### src/rtl/rgaa_pkg.sv
package rgaa_pkg;

  // Field widths
  localparam int unsigned IN_W     = 16;
  localparam int unsigned LEVEL_W  = 12;
  localparam int unsigned POT_W    = 9;
  localparam int unsigned NUM_W    = 24;
  localparam int unsigned PEAK_W   = IN_W + LEVEL_W;
  localparam int unsigned RECIP_W  = 21;
  localparam int unsigned RECIP_SH = 32;
  localparam int unsigned RPROD_W  = NUM_W + RECIP_W;

  // Levels in millivolts
  localparam logic [LEVEL_W-1:0] FULL_LEVEL_MV  = 12'd3000;
  localparam logic [LEVEL_W-1:0] OVERLOAD_MV    = 12'd3200;
  localparam logic [LEVEL_W-1:0] NO_INPUT_MV    = 12'd40;
  localparam logic [LEVEL_W-1:0] WINDOW_LOW_MV  = 12'd1600;
  localparam logic [LEVEL_W-1:0] WINDOW_HIGH_MV = 12'd2400;
  localparam logic [LEVEL_W-1:0] ADC_SPAN_MV    = 12'd3300;

  // Pot code at full level
  localparam logic [POT_W-1:0] FULL_POT_CODE = 9'd256;

  // Divide by 3000: floor(x * RECIP / 2^32) is the quotient or one short
  localparam logic [RECIP_W-1:0] DIV_RECIP = 21'd1431655;
  localparam logic [NUM_W-1:0]   DIV_MV    = 24'd3000;

  typedef enum logic [2:0] {
    STAT_MANUAL        = 3'd0,
    STAT_NOT_PERMITTED = 3'd1,
    STAT_OVERLOAD      = 3'd2,
    STAT_NO_INPUT      = 3'd3,
    STAT_IN_WINDOW     = 3'd4,
    STAT_ADJUSTED      = 3'd5
  } status_t;

  typedef enum logic [2:0] {
    CS_IDLE,
    CS_PEAK,
    CS_CLASS,
    CS_DIV_MUL,
    CS_DIV_FIX,
    CS_SCALE,
    CS_POT,
    CS_EMIT
  } ctl_state_t;

  typedef struct packed {
    logic load;
    logic peak;
    logic classify;
    logic div_mul;
    logic div_fix;
    logic scale;
    logic pot;
    logic emit;
  } dp_cmd_t;

  typedef struct packed {
    logic adjust;
  } dp_flags_t;

endpackage

### src/rtl/rgaa_in_if.sv
interface rgaa_in_if;
  logic                        valid;
  logic                        ready;
  logic [rgaa_pkg::IN_W-1:0]   max_level;
  logic [rgaa_pkg::IN_W-1:0]   min_level;
  logic                        force_req;
  logic                        ok_to_adjust;

  modport source (output valid, max_level, min_level, force_req, ok_to_adjust,
                  input ready);
  modport sink (input valid, max_level, min_level, force_req, ok_to_adjust,
                output ready);
endinterface

### src/rtl/rgaa_out_if.sv
interface rgaa_out_if;
  logic                         valid;
  logic                         ready;
  logic [2:0]                   status;
  logic [rgaa_pkg::LEVEL_W-1:0] level_mv;
  logic [rgaa_pkg::POT_W-1:0]   pot_code;
  logic                         pot_write;

  modport source (output valid, status, level_mv, pot_code, pot_write,
                  input ready);
  modport sink (input valid, status, level_mv, pot_code, pot_write,
                output ready);
endinterface

### src/rtl/rgaa_datapath.sv
module rgaa_datapath (
  input  logic                         clk,
  input  logic                         rst_n,
  input  rgaa_pkg::dp_cmd_t            cmd,
  output rgaa_pkg::dp_flags_t          flags,
  input  logic                         cfg_we,
  input  logic [rgaa_pkg::LEVEL_W-1:0] cfg_wdata,
  input  logic [rgaa_pkg::IN_W-1:0]    max_level,
  input  logic [rgaa_pkg::IN_W-1:0]    min_level,
  input  logic                         force_req,
  input  logic                         ok_to_adjust,
  output logic [2:0]                   status,
  output logic [rgaa_pkg::LEVEL_W-1:0] level_mv,
  output logic [rgaa_pkg::POT_W-1:0]   pot_code,
  output logic                         pot_write
);

  logic [rgaa_pkg::LEVEL_W-1:0] manual_r;
  logic [rgaa_pkg::LEVEL_W-1:0] level_r;
  logic [rgaa_pkg::IN_W-1:0]    max_r;
  logic [rgaa_pkg::IN_W-1:0]    min_r;
  logic                         force_r;
  logic                         ok_r;
  logic [rgaa_pkg::LEVEL_W-1:0] pk_r;
  logic [rgaa_pkg::NUM_W-1:0]   num_r;
  logic [rgaa_pkg::LEVEL_W-1:0] q0_r;
  logic [rgaa_pkg::LEVEL_W-1:0] quot_r;
  rgaa_pkg::status_t            stat_r;
  logic                         wr_r;
  logic [rgaa_pkg::POT_W-1:0]   code_r;
  logic [2:0]                   out_status_r;
  logic [rgaa_pkg::LEVEL_W-1:0] out_level_r;
  logic [rgaa_pkg::POT_W-1:0]   out_code_r;
  logic                         out_wr_r;

  logic [rgaa_pkg::IN_W-1:0]    diff;
  logic [rgaa_pkg::PEAK_W-1:0]  pk_prod;
  logic [rgaa_pkg::LEVEL_W-1:0] pk_nxt;
  rgaa_pkg::status_t            cls;
  logic [rgaa_pkg::NUM_W-1:0]   adj_prod;
  logic [rgaa_pkg::RPROD_W-1:0] recip_prod;
  logic [rgaa_pkg::LEVEL_W-1:0] q0_nxt;
  logic [rgaa_pkg::NUM_W-1:0]   back_prod;
  logic [rgaa_pkg::NUM_W-1:0]   rem;
  logic [rgaa_pkg::LEVEL_W-1:0] quot_nxt;
  logic [13:0]                  triple;
  logic [12:0]                  half;
  logic [rgaa_pkg::LEVEL_W-1:0] lvl_nxt;

  // Peak-to-peak in mV: (max - min) * 3300 / 65536
  assign diff    = max_r - min_r;
  assign pk_prod = rgaa_pkg::PEAK_W'(diff) * rgaa_pkg::PEAK_W'(rgaa_pkg::ADC_SPAN_MV);
  assign pk_nxt  = pk_prod[rgaa_pkg::PEAK_W-1:rgaa_pkg::IN_W];

  // Classification of the captured window
  always_comb begin
    priority if (manual_r != '0) begin
      cls = rgaa_pkg::STAT_MANUAL;
    end else if (!ok_r && !force_r) begin
      cls = rgaa_pkg::STAT_NOT_PERMITTED;
    end else if (max_r < min_r) begin
      cls = rgaa_pkg::STAT_NO_INPUT;
    end else if (pk_r > rgaa_pkg::OVERLOAD_MV) begin
      cls = rgaa_pkg::STAT_OVERLOAD;
    end else if (pk_r < rgaa_pkg::NO_INPUT_MV) begin
      cls = rgaa_pkg::STAT_NO_INPUT;
    end else if (pk_r < rgaa_pkg::WINDOW_LOW_MV || pk_r > rgaa_pkg::WINDOW_HIGH_MV) begin
      cls = rgaa_pkg::STAT_ADJUSTED;
    end else begin
      cls = rgaa_pkg::STAT_IN_WINDOW;
    end
  end

  assign flags.adjust = (cls == rgaa_pkg::STAT_ADJUSTED);

  // Input seen through the current gain: numerator for the divide
  assign adj_prod = rgaa_pkg::NUM_W'(pk_r) * rgaa_pkg::NUM_W'(level_r);

  // Shared divide by 3000, step one: reciprocal multiply
  assign recip_prod = rgaa_pkg::RPROD_W'(num_r) * rgaa_pkg::RPROD_W'(rgaa_pkg::DIV_RECIP);
  assign q0_nxt     = recip_prod[rgaa_pkg::RECIP_SH+rgaa_pkg::LEVEL_W-1:rgaa_pkg::RECIP_SH];

  // Step two: one compare-and-correct
  assign back_prod = rgaa_pkg::NUM_W'(q0_r) * rgaa_pkg::DIV_MV;
  assign rem       = num_r - back_prod;
  assign quot_nxt  = q0_r + rgaa_pkg::LEVEL_W'(rem >= rgaa_pkg::DIV_MV);

  // New level: 1.5x the seen input, clamped to full
  assign triple  = 14'(quot_r) + {1'b0, quot_r, 1'b0};
  assign half    = triple[13:1];
  assign lvl_nxt = (half > 13'(rgaa_pkg::FULL_LEVEL_MV)) ? rgaa_pkg::FULL_LEVEL_MV
                                                        : half[rgaa_pkg::LEVEL_W-1:0];

  // Configuration and kept level
  always_ff @(posedge clk) begin
    if (!rst_n) begin
      manual_r <= '0;
      level_r  <= rgaa_pkg::FULL_LEVEL_MV;
    end else begin
      if (cfg_we) begin
        manual_r <= cfg_wdata;
      end
      if (cmd.classify && cls == rgaa_pkg::STAT_OVERLOAD) begin
        level_r <= rgaa_pkg::FULL_LEVEL_MV;
      end else if (cmd.scale) begin
        level_r <= lvl_nxt;
      end
    end
  end

  // Working registers
  always_ff @(posedge clk) begin
    if (cmd.load) begin
      max_r   <= max_level;
      min_r   <= min_level;
      force_r <= force_req;
      ok_r    <= ok_to_adjust;
    end
    if (cmd.peak) begin
      pk_r <= pk_nxt;
    end
    if (cmd.classify) begin
      stat_r <= cls;
      num_r  <= adj_prod;
      if (cls == rgaa_pkg::STAT_OVERLOAD) begin
        code_r <= rgaa_pkg::FULL_POT_CODE;
        wr_r   <= 1'b1;
      end else begin
        code_r <= '0;
        wr_r   <= 1'b0;
      end
    end
    if (cmd.div_mul) begin
      q0_r <= q0_nxt;
    end
    if (cmd.div_fix) begin
      quot_r <= quot_nxt;
    end
    if (cmd.scale) begin
      num_r <= rgaa_pkg::NUM_W'({lvl_nxt, 8'b0});
      wr_r  <= (lvl_nxt != '0);
    end
    if (cmd.pot) begin
      code_r <= wr_r ? quot_r[rgaa_pkg::POT_W-1:0] : '0;
    end
    if (cmd.emit) begin
      out_status_r <= stat_r;
      out_level_r  <= level_r;
      out_code_r   <= code_r;
      out_wr_r     <= wr_r;
    end
  end

  assign status    = out_status_r;
  assign level_mv  = out_level_r;
  assign pot_code  = out_code_r;
  assign pot_write = out_wr_r;

endmodule

### src/rtl/rgaa_ctrl.sv
module rgaa_ctrl (
  input  logic                clk,
  input  logic                rst_n,
  input  logic                in_valid,
  output logic                in_ready,
  output logic                out_valid,
  input  logic                out_ready,
  input  rgaa_pkg::dp_flags_t flags,
  output rgaa_pkg::dp_cmd_t   cmd
);

  rgaa_pkg::ctl_state_t state_r, state_nxt;
  logic                 phase_r, phase_nxt;
  logic                 out_valid_r, out_valid_nxt;
  logic                 out_free;

  assign out_free = !out_valid_r || out_ready;

  // State register
  always_ff @(posedge clk) begin
    if (!rst_n) begin
      state_r     <= rgaa_pkg::CS_IDLE;
      phase_r     <= 1'b0;
      out_valid_r <= 1'b0;
    end else begin
      state_r     <= state_nxt;
      phase_r     <= phase_nxt;
      out_valid_r <= out_valid_nxt;
    end
  end

  // Next state and commands; phase 0 divides for the level, 1 for the pot code
  always_comb begin
    state_nxt = state_r;
    phase_nxt = phase_r;
    cmd       = '0;
    in_ready  = 1'b0;
    unique case (state_r)
      rgaa_pkg::CS_IDLE: begin
        in_ready = 1'b1;
        if (in_valid) begin
          cmd.load  = 1'b1;
          state_nxt = rgaa_pkg::CS_PEAK;
        end
      end
      rgaa_pkg::CS_PEAK: begin
        cmd.peak  = 1'b1;
        state_nxt = rgaa_pkg::CS_CLASS;
      end
      rgaa_pkg::CS_CLASS: begin
        cmd.classify = 1'b1;
        phase_nxt    = 1'b0;
        state_nxt    = flags.adjust ? rgaa_pkg::CS_DIV_MUL : rgaa_pkg::CS_EMIT;
      end
      rgaa_pkg::CS_DIV_MUL: begin
        cmd.div_mul = 1'b1;
        state_nxt   = rgaa_pkg::CS_DIV_FIX;
      end
      rgaa_pkg::CS_DIV_FIX: begin
        cmd.div_fix = 1'b1;
        state_nxt   = phase_r ? rgaa_pkg::CS_POT : rgaa_pkg::CS_SCALE;
      end
      rgaa_pkg::CS_SCALE: begin
        cmd.scale = 1'b1;
        phase_nxt = 1'b1;
        state_nxt = rgaa_pkg::CS_DIV_MUL;
      end
      rgaa_pkg::CS_POT: begin
        cmd.pot   = 1'b1;
        state_nxt = rgaa_pkg::CS_EMIT;
      end
      rgaa_pkg::CS_EMIT: begin
        if (out_free) begin
          cmd.emit  = 1'b1;
          state_nxt = rgaa_pkg::CS_IDLE;
        end
      end
      default: begin
        state_nxt = rgaa_pkg::CS_IDLE;
      end
    endcase
  end

  // Output register valid
  always_comb begin
    if (cmd.emit) begin
      out_valid_nxt = 1'b1;
    end else if (out_ready) begin
      out_valid_nxt = 1'b0;
    end else begin
      out_valid_nxt = out_valid_r;
    end
  end

  assign out_valid = out_valid_r;

  a_accept_to_peak: assert property (@(posedge clk) disable iff (!rst_n)
    (in_valid && in_ready) |=> state_r == rgaa_pkg::CS_PEAK)
    else $error("accepted transfer did not start the peak step");

  a_emit_free: assert property (@(posedge clk) disable iff (!rst_n)
    cmd.emit |-> (!out_valid_r || out_ready))
    else $error("result overwrote an untaken output");

  a_scale_then_pot_pass: assert property (@(posedge clk) disable iff (!rst_n)
    state_r == rgaa_pkg::CS_SCALE |=> (state_r == rgaa_pkg::CS_DIV_MUL && phase_r))
    else $error("second divide pass not entered after scaling");

  a_pot_in_second_pass: assert property (@(posedge clk) disable iff (!rst_n)
    state_r == rgaa_pkg::CS_POT |-> phase_r)
    else $error("pot code taken from the level divide");

endmodule

### src/rtl/rx_gain_auto_adjust.sv
// After the input transfer the controller runs the peak and classify steps, then emits
// the result if the level is left alone; a rescale first makes two passes through the
// shared reciprocal divider (multiply, then correct), with scale between and pot after.
// The controller handles one item at a time; emit waits until the output register is free.
// Reset (rst_n low, synchronous): level 3000 mV, manual level 0, no result pending.
module rx_gain_auto_adjust (
  input  logic                         clk,
  input  logic                         rst_n,
  rgaa_in_if.sink                      in_ch,
  rgaa_out_if.source                   out_ch,
  input  logic                         cfg_we,
  input  logic [rgaa_pkg::LEVEL_W-1:0] cfg_wdata
);

  rgaa_pkg::dp_cmd_t   cmd;
  rgaa_pkg::dp_flags_t flags;

  rgaa_ctrl u_ctrl (
    .clk       (clk),
    .rst_n     (rst_n),
    .in_valid  (in_ch.valid),
    .in_ready  (in_ch.ready),
    .out_valid (out_ch.valid),
    .out_ready (out_ch.ready),
    .flags     (flags),
    .cmd       (cmd)
  );

  rgaa_datapath u_datapath (
    .clk          (clk),
    .rst_n        (rst_n),
    .cmd          (cmd),
    .flags        (flags),
    .cfg_we       (cfg_we),
    .cfg_wdata    (cfg_wdata),
    .max_level    (in_ch.max_level),
    .min_level    (in_ch.min_level),
    .force_req    (in_ch.force_req),
    .ok_to_adjust (in_ch.ok_to_adjust),
    .status       (out_ch.status),
    .level_mv     (out_ch.level_mv),
    .pot_code     (out_ch.pot_code),
    .pot_write    (out_ch.pot_write)
  );

endmodule

### src/flat_wrapper.sv
// flat-port wrapper written by rule: the top's interface ports become plain ports
module rx_gain_auto_adjust_flat 
  (clk, rst_n, cfg_we, cfg_wdata, in_ch_valid, in_ch_max_level, in_ch_min_level, in_ch_force_req, in_ch_ok_to_adjust, in_ch_ready, out_ch_valid, out_ch_status, out_ch_level_mv, out_ch_pot_code, out_ch_pot_write, out_ch_ready);
  rgaa_in_if in_ch_i ();
  rgaa_out_if out_ch_i ();
  input  logic clk;
  input  logic rst_n;
  input  logic cfg_we;
  input  logic [rgaa_pkg::LEVEL_W-1:0] cfg_wdata;
  input wire logic [$bits(in_ch_i.valid)-1:0] in_ch_valid;
  input wire logic [$bits(in_ch_i.max_level)-1:0] in_ch_max_level;
  input wire logic [$bits(in_ch_i.min_level)-1:0] in_ch_min_level;
  input wire logic [$bits(in_ch_i.force_req)-1:0] in_ch_force_req;
  input wire logic [$bits(in_ch_i.ok_to_adjust)-1:0] in_ch_ok_to_adjust;
  output wire logic [$bits(in_ch_i.ready)-1:0] in_ch_ready;
  output wire logic [$bits(out_ch_i.valid)-1:0] out_ch_valid;
  output wire logic [$bits(out_ch_i.status)-1:0] out_ch_status;
  output wire logic [$bits(out_ch_i.level_mv)-1:0] out_ch_level_mv;
  output wire logic [$bits(out_ch_i.pot_code)-1:0] out_ch_pot_code;
  output wire logic [$bits(out_ch_i.pot_write)-1:0] out_ch_pot_write;
  input wire logic [$bits(out_ch_i.ready)-1:0] out_ch_ready;
  assign in_ch_i.valid = in_ch_valid;
  assign in_ch_i.max_level = in_ch_max_level;
  assign in_ch_i.min_level = in_ch_min_level;
  assign in_ch_i.force_req = in_ch_force_req;
  assign in_ch_i.ok_to_adjust = in_ch_ok_to_adjust;
  assign in_ch_ready = in_ch_i.ready;
  assign out_ch_valid = out_ch_i.valid;
  assign out_ch_status = out_ch_i.status;
  assign out_ch_level_mv = out_ch_i.level_mv;
  assign out_ch_pot_code = out_ch_i.pot_code;
  assign out_ch_pot_write = out_ch_i.pot_write;
  assign out_ch_i.ready = out_ch_ready;
  rx_gain_auto_adjust u_core (.clk(clk), .rst_n(rst_n), .in_ch(in_ch_i), .out_ch(out_ch_i), .cfg_we(cfg_we), .cfg_wdata(cfg_wdata));
endmodule
### config.mk
export PLATFORM = sky130hd
export DESIGN_NAME = rx_gain_auto_adjust_flat
export DESIGN_NICKNAME = d
export VERILOG_FILES = /design/src/rtl/rgaa_pkg.sv /design/src/rtl/rgaa_in_if.sv /design/src/rtl/rgaa_out_if.sv /design/src/rtl/rgaa_datapath.sv /design/src/rtl/rgaa_ctrl.sv /design/src/rtl/rx_gain_auto_adjust.sv /design/src/flat_wrapper.sv
export SDC_FILE = /design/constraint.sdc
export NUM_CORES = 2
export LEC_CHECK = 0
export BUFFER_PORTS_ARGS = -buffer_cell sky130_fd_sc_hd__buf_2
export CAP_MARGIN = 20
export CORE_MARGIN = 3
export CORE_UTILIZATION = 67
export CTS_BUF_LIST = sky130_fd_sc_hd__clkbuf_4 sky130_fd_sc_hd__clkbuf_8
export DETAILED_ROUTE_END_ITERATION = 12
export PLACE_DENSITY = 0.85
export SYNTH_ARGS = -nofsm -noshare
export SYNTH_HDL_FRONTEND = slang
export SYNTH_SLANG_ARGS = --single-unit
### constraint.sdc
create_clock -name clk -period 7.8 [get_ports clk]
set_input_delay 0.78 -clock clk [delete_from_list [all_inputs] [get_ports clk]]
set_output_delay 0.78 -clock clk [all_outputs]
set_load 0.1 [all_outputs]
Yosys cells after proc, flatten, opt, wreduce, memory -nomap -nowiden --
Cells that the tools add are included.
Operators by class: multipliers 4, shifts and indexed selects 0, reductions and logical operators 16, equal/unequal tests 11, add/subtract/negate cells 4, div/mod/pow operators 0, magnitude comparators 7, muxes and demuxes 35, bitwise logic cells 1
Operators by type and width (number):
- $mul A24 B21 Y44 const B | 1
- $mux W20 | 2
- $mux W9 | 4
- $mul A16 B10 Y26 const B | 1
- $ge A24 B12 Y1 const B | 1
- $gt A12 B12 Y1 const B | 2
- $mul A12 B12 Y24 | 1
- $mux W3 | 8
- $pmux W3 S8 | 1
- $reduce_bool A12 Y1 | 2
- $sub A24 B24 Y24 | 1
- $mul A12 B9 Y21 const B | 1
- $mux W1 | 17
- $lt A16 B16 Y1 | 1
- $sub A16 B16 Y16 | 1
- $eq A3 B3 Y1 const B | 5
- $add A12 B13 Y14 | 1
- $gt A13 B12 Y1 const B | 1
- $add A12 B1 Y12 | 1
- $lt A12 B11 Y1 const B | 1
- $lt A12 B6 Y1 const B | 1
- $mux W12 | 1
- $eq A3 B2 Y1 const B | 3
- $reduce_bool A2 Y1 | 4
- other kinds (11) | 16
Word-level totals: RAM bits 0, bits in latches 0, bits in registers 161, logic and storage cells 99, memories 0, output and inout port bits 27, memory bits (read-only) 0

Depth between registers and ports, before layout --
depth in word-level cells 12, depth in mapped cells 32, gate-level depth less buffers 32

Hierarchy --
Synthesis repeated with hierarchy kept, for this count alone.
Second synthesis, totals: cell total of the unflattened synthesis 2644, area, all modules 26421.6 um^2
Modules (own cells, without submodules):
- rgaa_datapath | area an instance 26077.5 um^2, cells an instance 2604, sequential area each 4324.1 um^2, times used 1
- rgaa_ctrl | area an instance 344.1 um^2, cells an instance 40, sequential area each 100.1 um^2, times used 1

Worst setup path after synthesis --
OpenSTA, ideal clock, no wires.
kind flip-flop to flip-flop, start register u_core.u_datapath.q0_r[9] (netlist bit), end register u_core.u_datapath.quot_r[10] (netlist bit), data pin, period minus slack after synthesis 6530 ps, arrival time 6264 ps, stages on the path, launching flop included 29, buffers on the path 0, path slack 1270 ps, path through edfxtp_1 -> fa_1 -> inv_1 -> fa_1 -> inv_1 -> fa_1 -> inv_1 -> fa_1 -> inv_1 -> ha_1 -> a21o_1 -> o41ai_1 -> o21ai_0 -> o21ai_0 -> nand2b_1 -> xnor2_1 -> ha_1 -> a21oi_1 -> o21bai_1 -> a21o_1 -> a2111oi_0 -> nor3_1 -> xnor2_1 -> nand4_1 -> ha_1 -> ha_1 -> nand2_1 -> nor3_1 -> xor2_1
Between the ends: word-level cells in the longest chain between the ends 4
RTL lines:
- start: declaration | line rgaa_datapath.sv:26 | logic [rgaa_pkg::LEVEL_W-1:0] q0_r;
- start signal: assignment | line rgaa_datapath.sv:134 | q0_r <= q0_nxt;
- $mul A12 B9 Y21 | line rgaa_datapath.sv:84 | assign back_prod = rgaa_pkg::NUM_W'(q0_r) * rgaa_pkg::DIV_MV;
- $sub A24 B24 Y24 | line rgaa_datapath.sv:85 | assign rem = num_r - back_prod;
- $ge A24 B12 Y1 | line rgaa_datapath.sv:86 | assign quot_nxt = q0_r + rgaa_pkg::LEVEL_W'(rem >= rgaa_pkg::DIV_MV);
- $add A12 B1 Y12 (*) | line rgaa_datapath.sv:86
- named net u_core.u_datapath.quot_nxt, one bit | line rgaa_datapath.sv:45 | logic [rgaa_pkg::LEVEL_W-1:0] quot_nxt;
- end signal: assignment | line rgaa_datapath.sv:137 | quot_r <= quot_nxt;
- end: declaration | line rgaa_datapath.sv:27 | logic [rgaa_pkg::LEVEL_W-1:0] quot_r;
The timed path passes the listed nets; every way through them passes the cells marked *. A chain may end at the register's enable or synchronous reset.

Worst setup path in the final report --
start register u_core.u_datapath.q0_r[5] (netlist bit), end register u_core.u_datapath.quot_r[10] (netlist bit), data pin
Same word-level chain as after synthesis.

==> reports/results.txt <==
outcome - completed
CP Max Fanout - 8
GRT Resource Usage Total - 29.4%
clock skew - 14.2 ps
worst hold slack - 433 ps
worst-case clock buffer depth - 2
Syn Nets - 3,524
Hold Buf Count CTS - 0
placed wire-length estimate - 49,100 µm
synthesis-stage register bit count - 161
Die ar. - 0.0416 mm²
die span in y - 204 µm
RSZ-0062 raised after global routing - no
CP Class - reg2reg
delay-heaviest family, CP - adder cells
routability congestion estimate - 0.953
Layout Cells excl Fill - 3,208
final hold vios - 0
share of layout cells above drive strength 1 - 5.49%
vias in the first global route - 20,317
R2R setup slack - 640 ps
Final Slew Violations - 0
sequential area share after synthesis - 16.8%
ANT nets after route - 0
worst min path class - reg2reg
highest-delay cell along the critical path - fa_1
initial DRC count - 1,034
Syn Area/Cell - 10.1 µm²
Async SR Flop Fraction - 0%
final setup TNS - 0 ps
area grow syn2layout - 5.15%
nets - 3,596
fin util - 72.5%
clk_lat worst skew - 500 ps
Period minus WS final - 7160 ps
Via-to-Cell Ratio - 5.78
Crit path required time - 8040 ps
wire length per cell - 18.2 µm
Hold EP - u_core.u_datapath.status[2]$_DFFE_PP_
Starting Density - 68.9%
worst reg-to-reg path cell count - 26
root buffer cell - clkbuf_8
crit path DAT - 7400 ps
Post-Syn Area - 0.0263 mm²
worst r2r src - u_core.u_datapath.q0_r[5]$_DFFE_PP_
Post-Route WL - 58,300 µm
critical path endpoint category - register
EDFF count, synth - 120
Core Footprint - 0.0381 mm²
Worst-path clk slew - 100 ps
largest net degree at the start of global routing - 35
TritonCTS clock tree - done
I/O pin count - 78
CTS sink cnt - 161
Yosys cell types - 78
IO buf count - 77
Worst path max stage delay - 600 ps
HP Start - u_core.u_datapath.stat_r[2]$_DFFE_PP_
CTS Buf Count - 17
Hold Path Cell Cnt - 0
worst slew pin tran - 1030 ps
Worst R2R End - u_core.u_datapath.quot_r[10]$_DFFE_PP_
crit share post-route - 91.8%
final setup fails - 0
first-pass GRT wire length - 97,800 µm
placed cells - 3,176
via count - 18,529
WP buf/inv - 3
Post-Syn Instances - 2,612
antenna cells - 0
post-CTS setup buffer count - 0
initial antenna violation count - 0
# DRC - 0
First-pass DRT Iterations - 5
worst rel slew slack - 31.3%
number of max-cap violations - 0
maximum achievable frequency - 140 MHz
total gr overflow - 0
Site Rows - 71
Primary FF master, synth - edfxtp_1
H-Tree Depth - 4
critical path startpoint category - register
Die X - 204 µm
Synthesis Warnings - 0
post_cts resized - 0
per-stage QoR:
step	area (µm²)	worst slack, ps
3_5_place_dp	27300	684
4_1_cts	27600	658
2_1_floorplan	26300	1270
3_3_place_gp	27300	879
5_1_grt	27600	128
6_report	27600	642
worst max-delay path by stage:
stage | endpoint | cells after the start | startpoint
2_1_floorplan | u_core.u_datapath.quot_r[10]$_DFFE_PP_ | 28 | u_core.u_datapath.q0_r[9]$_DFFE_PP_
3_3_place_gp | u_core.u_datapath.quot_r[10]$_DFFE_PP_ | 26 | u_core.u_datapath.q0_r[5]$_DFFE_PP_
3_5_place_dp | u_core.u_datapath.quot_r[10]$_DFFE_PP_ | 26 | u_core.u_datapath.q0_r[5]$_DFFE_PP_
4_1_cts | u_core.u_datapath.quot_r[10]$_DFFE_PP_ | 26 | u_core.u_datapath.q0_r[5]$_DFFE_PP_
5_1_grt | u_core.u_datapath.quot_r[11]$_DFFE_PP_ | 28 | u_core.u_datapath.q0_r[5]$_DFFE_PP_
6_report | u_core.u_datapath.quot_r[10]$_DFFE_PP_ | 26 | u_core.u_datapath.q0_r[5]$_DFFE_PP_
flip-flops by register name, indices dropped and copies added, names as in the netlist:
register,flops
u_core.u_ctrl.out_valid,1
u_core.u_ctrl.phase_r,1
u_core.u_ctrl.state_r,3
u_core.u_datapath.code_r,9
u_core.u_datapath.force_r,1
u_core.u_datapath.level_mv,12
u_core.u_datapath.level_r,12
u_core.u_datapath.manual_r,12
u_core.u_datapath.max_r,16
u_core.u_datapath.min_r,16
u_core.u_datapath.num_r,24
u_core.u_datapath.ok_r,1
u_core.u_datapath.pk_r,12
u_core.u_datapath.pot_code,9
u_core.u_datapath.pot_write,1
u_core.u_datapath.q0_r,12
u_core.u_datapath.quot_r,12
u_core.u_datapath.stat_r,3
u_core.u_datapath.status,3
u_core.u_datapath.wr_r,1
layer usage:
metal / global-route usage [%] / vias up / share of wire, %
met5: 0 / - / 0
met4: 10.7 / 0 / 4.0
met3: 3.39 / 165 / 5.4
met2: 51.4 / 585 / 50
met1: 38.0 / 9218 / 40
li1: - / 8561 / -
synthesized netlist by cell type, types with 41 or more instances:
| cell | n | area (µm²) |
|---|---|---|
| a21oi_1 | 88 | 440 |
| and2_1 | 61 | 382 |
| dfxtp_1 | 41 | 821 |
| edfxtp_1 | 120 | 3600 |
| fa_1 | 395 | 7910 |
| ha_1 | 466 | 5830 |
| inv_1 | 647 | 2430 |
| nand2_1 | 152 | 571 |
| nor2_1 | 73 | 274 |
| o21ai_0 | 56 | 280 |
| xnor2_1 | 57 | 499 |
| xor2_1 | 44 | 385 |
cells by family (layout without fill, tap and decap cells):
family | count (synthesis) | after routing | synth area share (%)
fa+ha+maj | 861 | 861 | 52.3
mux | 15 | 15 | 0.571
flops | 161 | 161 | 16.8
xor+xnor | 101 | 101 | 3.37
compound gates | 339 | 339 | 8.71
buf+inv | 685 | 770 | 9.79
simple gates | 450 | 450 | 8.43
worst register-to-register path, stage by stage (launching register included):
cell	delay (ps)
edfxtp_1	590
fa_1	600
inv_1	60
fa_1	530
fa_1	440
fa_1	550
inv_1	50
ha_1	300
inv_1	80
o21ai_0	100
a21o_1	210
a21oi_1	310
o21ai_0	150
a21oi_1	200
xor2_1	90
ha_1	390
o21ai_0	150
o31ai_1	530
xnor2_1	180
nand3_1	80
nor4b_1	290
nand4_1	270
ha_1	290
ha_1	200
nand2_1	70
nor3_1	50
xor2_1	140
area by class of cell:
class	instances	area, µm²
clock inverters	15	130
flip-flops and latches	161	4420
well taps	511	639
inverters	647	2430
repair buffers	91	490
fillers	2694	10500
clock buffers	17	234
multi-input cells	1766	19300
placed cells by master (no fill, tap or decap), types with 21 or more instances in the layout:
| cell type | count |
|---|---|
| o21ai_0 | 56 |
| a21o_1 | 39 |
| xnor2_1 | 57 |
| inv_1 | 647 |
| edfxtp_1 | 120 |
| o21a_1 | 21 |
| nor2_1 | 73 |
| and2_1 | 61 |
| buf_2 | 77 |
| a21oi_1 | 88 |
| ha_1 | 466 |
| nor3_1 | 38 |
| nor2b_1 | 29 |
| nand3_1 | 26 |
| fa_1 | 395 |
| nand2_1 | 152 |
| dfxtp_1 | 41 |
| xor2_1 | 44 |
Power is left out: the tool's default activity adds up to more than one toggle a clock period on the data nets, which glitch-free logic cannot reach.
